<file path="config.mk">
export PLATFORM = sky130hd
export DESIGN_NAME = coulomb_counter_soc
export DESIGN_NICKNAME = d
export VERILOG_FILES = /design/src/rtl/ccsoc_pkg.sv /design/src/rtl/ccsoc_alu.sv /design/src/rtl/coulomb_counter_soc.sv
export SDC_FILE = /design/constraint.sdc
export NUM_CORES = 1
export LEC_CHECK = 0
export BUFFER_PORTS_ARGS = -buffer_cell sky130_fd_sc_hd__buf_2
export CAP_MARGIN = 20
export CELL_PAD_IN_SITES_DETAIL_PLACEMENT = 0
export CELL_PAD_IN_SITES_GLOBAL_PLACEMENT = 1
export CORE_MARGIN = 1
export CORE_UTILIZATION = 42
export DETAILED_ROUTE_END_ITERATION = 8
export GPL_TIMING_DRIVEN = 0
export MAX_ROUTING_LAYER = met4
export PLACE_DENSITY = 0.81
export SYNTH_ARGS = -nofsm -noshare
export SYNTH_HDL_FRONTEND = slang
export SYNTH_SLANG_ARGS = --single-unit
</file>
<file path="constraint.sdc">
create_clock -name clk_i -period 6.25 [get_ports clk_i]
set_input_delay 1.25 -clock clk_i [delete_from_list [all_inputs] [get_ports clk_i]]
set_output_delay 1.25 -clock clk_i [all_outputs]
set_load 0.02 [all_outputs]
</file>
<file path="src/rtl/ccsoc_pkg.sv">
package ccsoc_pkg;

  // Build-time sizes
  localparam int ADC_BITS    = 10;
  localparam int CHARGE_BITS = 40;

  // Port and register widths
  localparam int ADC_IN_W  = 10;
  localparam int MS_W      = 16;
  localparam int THR_W     = 10;
  localparam int GAIN_W    = 20;
  localparam int CAP_W     = 40;
  localparam int CUR_OUT_W = 16;
  localparam int REM_OUT_W = 40;
  localparam int SOC_W     = 14;

  // Gain is unsigned Q8
  localparam int GAIN_FRAC = 8;
  localparam int CUR_W     = ADC_BITS + GAIN_W - GAIN_FRAC;

  localparam int SOC_FULL = 10000;

  // Shared adder width: covers the scaled charge product and the divide remainder
  localparam int WIDE_W = (CAP_W > CHARGE_BITS) ? CAP_W : CHARGE_BITS;
  localparam int ALU_W  = WIDE_W + 16;
  localparam int LOAD_W = WIDE_W;
  localparam int CMP_W  = (ADC_BITS > THR_W) ? ADC_BITS : THR_W;

  // Multiplier shift register, also dividend/quotient shifter during the divide
  localparam int MPLR_W = 16;
  localparam int CNT_W  = $clog2(MPLR_W + 1);

  // APB port
  localparam int PADDR_W = 5;
  localparam int PDATA_W = 64;

  // Register indexes
  localparam logic [1:0] REG_THR  = 2'd0;
  localparam logic [1:0] REG_GAIN = 2'd1;
  localparam logic [1:0] REG_CAP  = 2'd2;

  // Register reset values
  localparam logic [THR_W-1:0]  THR_RST  = THR_W'(4);
  localparam logic [GAIN_W-1:0] GAIN_RST = GAIN_W'(11803);
  localparam logic [CAP_W-1:0]  CAP_RST  = CAP_W'(64'd32400000000);

  typedef struct packed {
    logic             sub;
    logic [ALU_W-1:0] a;
    logic [ALU_W-1:0] b;
  } alu_req_t;

  typedef struct packed {
    logic             carry;
    logic [ALU_W-1:0] res;
  } alu_rsp_t;

endpackage

</file>
<file path="src/rtl/ccsoc_alu.sv">
module ccsoc_alu import ccsoc_pkg::*; (
  input  alu_req_t req_i,
  output alu_rsp_t rsp_o
);

  logic [ALU_W-1:0] b_op;
  logic [ALU_W:0]   sum;

  // Add, or subtract by two's complement; carry out means a >= b on subtract
  assign b_op = req_i.b ^ {ALU_W{req_i.sub}};
  assign sum  = {1'b0, req_i.a} + {1'b0, b_op} + (ALU_W + 1)'(req_i.sub);

  assign rsp_o.carry = sum[ALU_W];
  assign rsp_o.res   = sum[ALU_W-1:0];

endmodule

</file>
<file path="src/rtl/coulomb_counter_soc.sv">
// Coulomb counter with state of charge. Each accepted sample (ADC code and
// elapsed milliseconds) is finished before the next sample is accepted: one
// shared adder does the current, used-charge and charge-times-10000 products
// by shift-and-add one multiplier bit per cycle, the saturating subtract, and
// the state-of-charge division by restoring division one quotient bit per cycle.
// A sample with zero elapsed time is accepted and gives no result.
// A finished result waits in an output register and does not block intake;
// while it waits, the next sample holds in its last cycle, and intake stays
// closed, until that result is taken.
// Writing the capacity register reloads the remaining charge; the user must
// write configuration only while the block is idle; the block does not enforce it.
module coulomb_counter_soc import ccsoc_pkg::*; (
  input  logic                 clk_i,
  input  logic                 rst_ni,
  // sample channel
  input  logic                 in_valid_i,
  output logic                 in_ready_o,
  input  logic [ADC_IN_W-1:0]  adc_code_i,
  input  logic [MS_W-1:0]      elapsed_ms_i,
  // result channel
  output logic                 out_valid_o,
  input  logic                 out_ready_i,
  output logic [CUR_OUT_W-1:0] current_ma_o,
  output logic [REM_OUT_W-1:0] remaining_uas_o,
  output logic [SOC_W-1:0]     soc_centipercent_o,
  output logic                 depleted_o,
  // configuration
  input  logic                 psel,
  input  logic                 penable,
  input  logic                 pwrite,
  input  logic [PADDR_W-1:0]   paddr,
  input  logic [PDATA_W-1:0]   pwdata,
  output logic [PDATA_W-1:0]   prdata,
  output logic                 pready
);

  typedef enum logic [6:0] {
    S_IDLE     = 7'b0000001,
    S_MUL_CUR  = 7'b0000010,
    S_MUL_USED = 7'b0000100,
    S_SUB      = 7'b0001000,
    S_MUL_SOC  = 7'b0010000,
    S_DIV      = 7'b0100000,
    S_OUT      = 7'b1000000
  } state_e;

  function automatic logic [CHARGE_BITS-1:0] load_charge(input logic [CAP_W-1:0] cap);
    logic [LOAD_W-1:0] capx;
    logic [LOAD_W-1:0] maxx;
    capx = LOAD_W'(cap);
    maxx = LOAD_W'({CHARGE_BITS{1'b1}});
    if (capx > maxx) begin
      return {CHARGE_BITS{1'b1}};
    end
    return CHARGE_BITS'(capx);
  endfunction

  state_e                 state_q, state_d;
  logic [CNT_W-1:0]       cnt_q, cnt_d;
  logic [ALU_W-1:0]       acc_q, acc_d;
  logic [ALU_W-1:0]       mcand_q, mcand_d;
  logic [MPLR_W-1:0]      mplier_q, mplier_d;
  logic [MS_W-1:0]        ms_q, ms_d;
  logic [CUR_W-1:0]       cur_q, cur_d;
  logic [CHARGE_BITS-1:0] rem_q, rem_d;

  logic [THR_W-1:0]       thr_q;
  logic [GAIN_W-1:0]      gain_q;
  logic [CAP_W-1:0]       cap_q;

  logic                   out_valid_q, out_valid_d;
  logic [CUR_OUT_W-1:0]   cur_out_q, cur_out_d;
  logic [REM_OUT_W-1:0]   rem_out_q, rem_out_d;
  logic [SOC_W-1:0]       soc_out_q, soc_out_d;
  logic                   depl_out_q, depl_out_d;

  alu_req_t               alu_req;
  alu_rsp_t               alu_rsp;

  logic                   in_fire;
  logic                   cfg_wr;
  logic [1:0]             cfg_idx;
  logic [ADC_BITS-1:0]    code;
  logic                   below_thr;
  logic [CAP_W:0]         div_t;
  logic [CUR_W-1:0]       cur_new;
  logic [CHARGE_BITS-1:0] rem_new;
  logic [SOC_W-1:0]       quot;

  assign in_ready_o = (state_q == S_IDLE);
  assign in_fire    = in_valid_i && in_ready_o;
  assign cfg_wr     = psel && penable && pwrite;
  assign cfg_idx    = paddr[PADDR_W-1:3];
  assign pready     = 1'b1;

  assign code      = ADC_BITS'(adc_code_i);
  assign below_thr = CMP_W'(code) < CMP_W'(thr_q);
  assign div_t     = {mcand_q[CAP_W-1:0], mplier_q[MPLR_W-1]};
  assign cur_new   = alu_rsp.res[GAIN_FRAC +: CUR_W];
  assign rem_new   = alu_rsp.carry ? alu_rsp.res[CHARGE_BITS-1:0] : '0;
  assign quot      = mplier_q[SOC_W-1:0];

  ccsoc_alu u_alu (
    .req_i (alu_req),
    .rsp_o (alu_rsp)
  );

  // Select operands for the shared adder
  always_comb begin
    alu_req = '0;
    unique case (state_q)
      S_MUL_CUR, S_MUL_USED, S_MUL_SOC: begin
        alu_req.a = acc_q;
        alu_req.b = mplier_q[0] ? mcand_q : '0;
      end
      S_SUB: begin
        alu_req.sub = 1'b1;
        alu_req.a   = ALU_W'(rem_q);
        alu_req.b   = acc_q;
      end
      S_DIV: begin
        alu_req.sub = 1'b1;
        alu_req.a   = ALU_W'(div_t);
        alu_req.b   = ALU_W'(cap_q);
      end
      default: begin
        alu_req = '0;
      end
    endcase
  end

  // Sequence one sample through multiply, subtract and divide
  always_comb begin
    state_d     = state_q;
    cnt_d       = cnt_q;
    acc_d       = acc_q;
    mcand_d     = mcand_q;
    mplier_d    = mplier_q;
    ms_d        = ms_q;
    cur_d       = cur_q;
    rem_d       = rem_q;
    out_valid_d = out_valid_q && !out_ready_i;
    cur_out_d   = cur_out_q;
    rem_out_d   = rem_out_q;
    soc_out_d   = soc_out_q;
    depl_out_d  = depl_out_q;

    unique case (state_q)
      S_IDLE: begin
        if (in_fire && (elapsed_ms_i != '0)) begin
          acc_d    = '0;
          mcand_d  = ALU_W'(gain_q);
          mplier_d = below_thr ? '0 : MPLR_W'(code);
          ms_d     = elapsed_ms_i;
          cnt_d    = CNT_W'(ADC_BITS - 1);
          state_d  = S_MUL_CUR;
        end
      end
      S_MUL_CUR: begin
        acc_d    = alu_rsp.res;
        mcand_d  = mcand_q << 1;
        mplier_d = mplier_q >> 1;
        cnt_d    = cnt_q - 1'b1;
        if (cnt_q == '0) begin
          cur_d    = cur_new;
          acc_d    = '0;
          mcand_d  = ALU_W'(cur_new);
          mplier_d = MPLR_W'(ms_q);
          cnt_d    = CNT_W'(MS_W - 1);
          state_d  = S_MUL_USED;
        end
      end
      S_MUL_USED: begin
        acc_d    = alu_rsp.res;
        mcand_d  = mcand_q << 1;
        mplier_d = mplier_q >> 1;
        cnt_d    = cnt_q - 1'b1;
        if (cnt_q == '0) begin
          state_d = S_SUB;
        end
      end
      S_SUB: begin
        rem_d    = rem_new;
        acc_d    = '0;
        mcand_d  = ALU_W'(rem_new);
        mplier_d = MPLR_W'(SOC_FULL);
        cnt_d    = CNT_W'(SOC_W - 1);
        state_d  = S_MUL_SOC;
      end
      S_MUL_SOC: begin
        acc_d    = alu_rsp.res;
        mcand_d  = mcand_q << 1;
        mplier_d = mplier_q >> 1;
        cnt_d    = cnt_q - 1'b1;
        if (cnt_q == '0) begin
          // seed the remainder with the high dividend bits, queue the low ones
          mcand_d  = ALU_W'(alu_rsp.res[SOC_W +: CAP_W]);
          mplier_d = MPLR_W'(alu_rsp.res[SOC_W-1:0]) << (MPLR_W - SOC_W);
          cnt_d    = CNT_W'(SOC_W - 1);
          state_d  = S_DIV;
        end
      end
      S_DIV: begin
        mcand_d  = alu_rsp.carry ? ALU_W'(alu_rsp.res[CAP_W:0]) : ALU_W'(div_t);
        mplier_d = {mplier_q[MPLR_W-2:0], alu_rsp.carry};
        cnt_d    = cnt_q - 1'b1;
        if (cnt_q == '0) begin
          state_d = S_OUT;
        end
      end
      S_OUT: begin
        if (!out_valid_q || out_ready_i) begin
          out_valid_d = 1'b1;
          cur_out_d   = (cur_q > CUR_W'({CUR_OUT_W{1'b1}})) ?
                        {CUR_OUT_W{1'b1}} : cur_q[CUR_OUT_W-1:0];
          rem_out_d   = REM_OUT_W'(rem_q);
          if (cap_q == '0) begin
            soc_out_d = '0;
          end else if (quot > SOC_W'(SOC_FULL)) begin
            soc_out_d = SOC_W'(SOC_FULL);
          end else begin
            soc_out_d = quot;
          end
          depl_out_d  = (rem_q == '0);
          state_d     = S_IDLE;
        end
      end
      default: begin
        state_d = S_IDLE;
      end
    endcase

    // Reload remaining charge on a capacity write
    if (cfg_wr && (cfg_idx == REG_CAP)) begin
      rem_d = load_charge(pwdata[CAP_W-1:0]);
    end
  end

  // Control and architectural state
  always_ff @(posedge clk_i or negedge rst_ni) begin
    if (!rst_ni) begin
      state_q     <= S_IDLE;
      cnt_q       <= '0;
      out_valid_q <= 1'b0;
      rem_q       <= load_charge(CAP_RST);
      thr_q       <= THR_RST;
      gain_q      <= GAIN_RST;
      cap_q       <= CAP_RST;
    end else begin
      state_q     <= state_d;
      cnt_q       <= cnt_d;
      out_valid_q <= out_valid_d;
      rem_q       <= rem_d;
      if (cfg_wr) begin
        unique case (cfg_idx)
          REG_THR:  thr_q  <= pwdata[THR_W-1:0];
          REG_GAIN: gain_q <= pwdata[GAIN_W-1:0];
          REG_CAP:  cap_q  <= pwdata[CAP_W-1:0];
          default: begin
          end
        endcase
      end
    end
  end

  // Datapath and result payload
  always_ff @(posedge clk_i) begin
    acc_q      <= acc_d;
    mcand_q    <= mcand_d;
    mplier_q   <= mplier_d;
    ms_q       <= ms_d;
    cur_q      <= cur_d;
    cur_out_q  <= cur_out_d;
    rem_out_q  <= rem_out_d;
    soc_out_q  <= soc_out_d;
    depl_out_q <= depl_out_d;
  end

  // Register readback
  always_comb begin
    unique case (cfg_idx)
      REG_THR:  prdata = PDATA_W'(thr_q);
      REG_GAIN: prdata = PDATA_W'(gain_q);
      REG_CAP:  prdata = PDATA_W'(cap_q);
      default:  prdata = '0;
    endcase
  end

  assign out_valid_o        = out_valid_q;
  assign current_ma_o       = cur_out_q;
  assign remaining_uas_o    = rem_out_q;
  assign soc_centipercent_o = soc_out_q;
  assign depleted_o         = depl_out_q;

endmodule

</file>
==> flow_summary.rst <==
.. list-table::
   :header-rows: 1

   * - Metric
     - Value
   * - Number of nets with antenna violations after detailed routing
     - 0
   * - Most instantiated library cell after synthesis
     - nand2_1
   * - Count of different cell masters after synthesis
     - 89
   * - Number of max-slew violations in the final report
     - 0
   * - Clock transition at the register clock pins on the worst setup and hold paths after CTS
     - 0.06 ns
   * - Routability Congestion
     - 0.962
   * - Vias in the first global route
     - 17.7k
   * - Sequential fraction of design power
     - 41.5%
   * - Overall power
     - 11000 uW
   * - Sw frac
     - 42.2%
   * - Dpl cell area
     - 22500 sq um
   * - Worst Path Max Fanout
     - 10
   * - Count of input and output buffers
     - 187
   * - Adder and majority cell fraction of the synthesized area
     - 4.05%
   * - Initial DRC count
     - 2550
   * - Combinational cell fraction of total power
     - 35.4%
   * - Vertical die dimension
     - 223 microns
   * - Sequential element share of the synthesized area
     - 49.8%
   * - Area fraction in compound gates after synthesis
     - 20.9%
   * - CTS root buf
     - clkbuf_16
   * - Signed area change from the synthesized netlist to the final layout
     - 17.2%
   * - Crit path largest cell delay
     - 0.58 ns
   * - Internal Pwr Total
     - 6350 uW
   * - Fraction of layout cells with a size suffix above 1
     - 20.2%
   * - Core Rows
     - 80
   * - Arrival time reported for the critical path endpoint
     - 6.35 ns
   * - Startpoint kind of the worst setup timing path
     - register
   * - TritonCTS clock tree
     - yes
   * - H-Tree Level Count
     - 2
   * - Setup clock skew after layout
     - 0.0283 ns
   * - Most frequent cells after synthesis
     - nand2_1 (273), edfxtp_1 (237), nor2_1 (132), o21ai_0 (110), clkbuf_1 (100)
   * - Number of hold buffers added after CTS
     - 0
   * - Reg2Reg Launch Point
     - state_q[2]
   * - Class of the worst hold path
     - register to register
   * - Cell area after synthesis
     - 20600 sq um
   * - Tmin final
     - 6.07 ns
   * - Detailed placer's ending HPWL
     - 62.6 mm
   * - Length in cells of the worst reg-to-reg path
     - 22
   * - Pwr dens
     - 456 nW/um^2
   * - Overall die area
     - 49900 sq um
   * - Floorplan die width
     - 223 microns
   * - Basic-gate share of the synthesized area counting and, or, nand and nor cells
     - 15.1%
   * - Crit Path Category
     - register to register
   * - Result of the run
     - finished with violations
   * - Hold path depth
     - 1
   * - Number of buffers created by CTS
     - 41
   * - Slew at the pin closest to its max-slew limit
     - 1.25 ns
   * - Clock Path Buffers
     - 3
   * - Largest family of logic cells by synthesized area
     - compound AO/OA/AOI/OAI gates
   * - Drt pass-1 iters
     - 9
   * - Xor and xnor fraction of the mapped netlist area
     - 2.51%
   * - Total I/O pin count
     - 240
   * - Via-to-Cell Ratio
     - 6.23
   * - Power dissipated by switching net loads
     - 4640 uW
   * - Yosys reg bits
     - 360
   * - Post-route cell area
     - 24100 sq um
   * - Remaining routing DRC violations
     - 3
   * - Highest achievable clock rate
     - 165 MHz
   * - Part of the total power dissipated in the clock network
     - 23.1%
   * - Final Net Count
     - 2457
   * - Top-area cell type share of the netlist area
     - 34.6%
   * - Primary FF master, synth
     - edfxtp_1
   * - Post-Syn Instances
     - 2020
   * - Flop-to-flop setup slack
     - 0.18 ns
   * - Series of cell instances along the critical path
     - buf_6 > or4_4 > nor2_1 > nand2_1 > nand2_1 > clkbuf_2 > clkbuf_2 > a22o_1 > ha_1 > clkbuf_1 > nand2_1 > nor2_1 > nand3_1 > nor2_1 > and4_1 > o21ai_4 > a22o_1 > or3_1 > buf_2 > buf_6 > a22oi_1 > o21ai_0
   * - Cell accounting for the most synthesized area
     - edfxtp_1
   * - Fraction of the cycle the final worst path needs
     - 97.2%
   * - Count of final setup violators
     - 0
   * - Top post-synthesis cells by area
     - edfxtp_1 (35%), dfrtp_1 (11%), nand2_1 (5.0%)
   * - Capturing element type of the critical path
     - register
   * - Largest net degree at the start of global routing
     - 87
   * - Leakage Power
     - 0.0100 uW
   * - Clock net sink count
     - 360
   * - Total global routing overflow
     - 0
   * - Worst Hold Path EP
     - cnt_q[3]
   * - Area of the core region
     - 48000 sq um
   * - Crit-path slowest cell
     - or4_4
   * - Starting utilization of the core area
     - 42.8%
   * - Synth warn
     - 0
   * - Async set-or-reset flop fraction in the synthesized netlist
     - 34.2%
   * - Number of flops mapped to enable cells by yosys
     - 237
   * - Via Count
     - 18.3k
   * - Global-route wire length before repair
     - 120 mm
   * - Detailed Route WL
     - 82.7 mm
   * - Mean routed wirelength per cell
     - 28.2 microns
   * - Post-synthesis average cell area
     - 10.2 sq um
   * - Mux contribution to synthesized area
     - 2.84%
   * - Maximum vdd drop
     - 312 uV
   * - Violations in the final reports
     - design-rule violations
   * - Critical path required time
     - 6.52 ns
   * - Capturing point of the worst reg2reg path
     - mcand_q[35]
   * - Number of antenna violations at the first check in global routing
     - 1
   * - Latest clock arrival within the worst-skew pair
     - 0.58 ns
   * - Worst min-delay path startpoint
     - cnt_q[3]
   * - Overall routing resource usage
     - 34.0%
   * - Worst slew margin relative to its limit
     - 16.1%
   * - Final hold violation count
     - 0
   * - Total of max-cap violations
     - 0
## per-stage QoR
| step | TNS [ns] | setup slack, ns | std cells | hold slack [ns] | util, % |
|---|---|---|---|---|---|
| after floorplan | 0 | 1.18 | 2043 | 0.451 | - |
| after global placement | -189.15 | -1.67 | 2845 | 0.469 | 46.5 |
| after detailed placement | -113.86 | -1.62 | 2853 | 0.480 | 46.9 |
| after CTS | -0.0471 | -0.0381 | 2930 | 0.490 | 50.0 |
| after global routing | -0.0109 | -0.0109 | 2937 | 0.510 | 50.2 |
| final | 0 | 0.178 | 2937 | 0.490 | 50.2 |
## kinds of logic after synthesis
logic type | Yosys count
AO/OA/AOI/OAI | 593
adder cells (fa/ha/maj) | 66
XOR/XNOR | 58
other | 2
buffers and inverters | 230
flip-flops | 360
multiplexers | 54
AND/OR/NAND/NOR | 657
## what timing repair did
action                     in CTS  in global routing
setup endpoints to repair     122                 82
buffers inserted                2                  6
hold endpoints to repair        0                  0
pin swaps                       1                  4
gates cloned                    0                  0
gates resized for setup        36                 27
## metal layers
layer,track usage (%),wire (microns),up-vias,share of wire [%]
met1,45.9,34900,9111,42
met2,52.6,38000,941,46
met4,11.1,2850,0,3.4
met5,-,0,-,0
li1,-,-,8075,-
met3,4.82,7000,167,8.5
## placed cells by master, fill, tap and decap left out, types with 23 or more instances in the layout
cell type and instances:
edfxtp_1 237, a22oi_1 84, clkbuf_16 43, a21o_1 29
dfrtp_1 89, inv_1 69, clkbuf_2 23, buf_2 214
a21oi_1 98, xor2_1 31, clkbuf_1 81, nor2b_1 40
nand2_1 272, a22o_1 52, nor2_1 132, o211ai_1 27
a222oi_1 52, conb_1 25, buf_4 35, xnor2_1 26
and2_1 68, dfstp_2 34, nor4_1 25, o21ai_0 110
ha_1 65, mux2_2 35, nand4_1 26
## flip-flops by register name, summed over array words and instances (netlist names), 20 cells and up
name,cells
acc_q,56
cap_q,40
cur_q,22
gain_q,20
mcand_q,56
rem_q,40
remaining_uas_o,40
## power groups by stage
stage / Sequential, uW / Combinational, uW / Clock, uW
6_report: 4560 / 3890 / 2540
5_1_grt: 4610 / 4150 / 2620
4_1_cts: 4510 / 3780 / 2550
3_5_place_dp: 4550 / 3750 / 0
3_3_place_gp: 4610 / 3650 / 0
2_1_floorplan: 4140 / 2380 / 0
## critical path: cells and delay by family, from the launching register on
family	cells	cell delay, ns
and+or+nand+nor	10	2.63
buffers and inverters	6	1.60
AOI/OAI and AO/OA	5	1.03
DFF	1	0.37
adders and majority gates	1	0.12
## worst max path at each step
stage           startpoint         endpoint  slack (ns)  cells past startpoint
2_1_floorplan  out_ready_i  current_ma_o[0]        1.18                      2
3_3_place_gp    state_q[4]       mcand_q[8]       -1.67                     20
3_5_place_dp    state_q[2]       mcand_q[8]       -1.62                     21
4_1_cts         state_q[5]       mcand_q[8]       -0.04                     21
5_1_grt         state_q[0]      mcand_q[36]       -0.01                     20
6_report        state_q[2]      mcand_q[35]        0.18                     22
## cell type report
type | instances | area (sq um)
Clock buffer | 56 | 1180
Multi-Input combinational cell | 1453 | 9540
Antenna cell | 1 | 2.50
Inverter | 71 | 267
Clock inverter | 19 | 200
Tap cell | 615 | 769
Buffer | 157 | 759
Fill cell | 4507 | 23900
Sequential cell | 360 | 10200
Timing Repair Buffer | 205 | 1150
(Power assumes the default switching activity.)
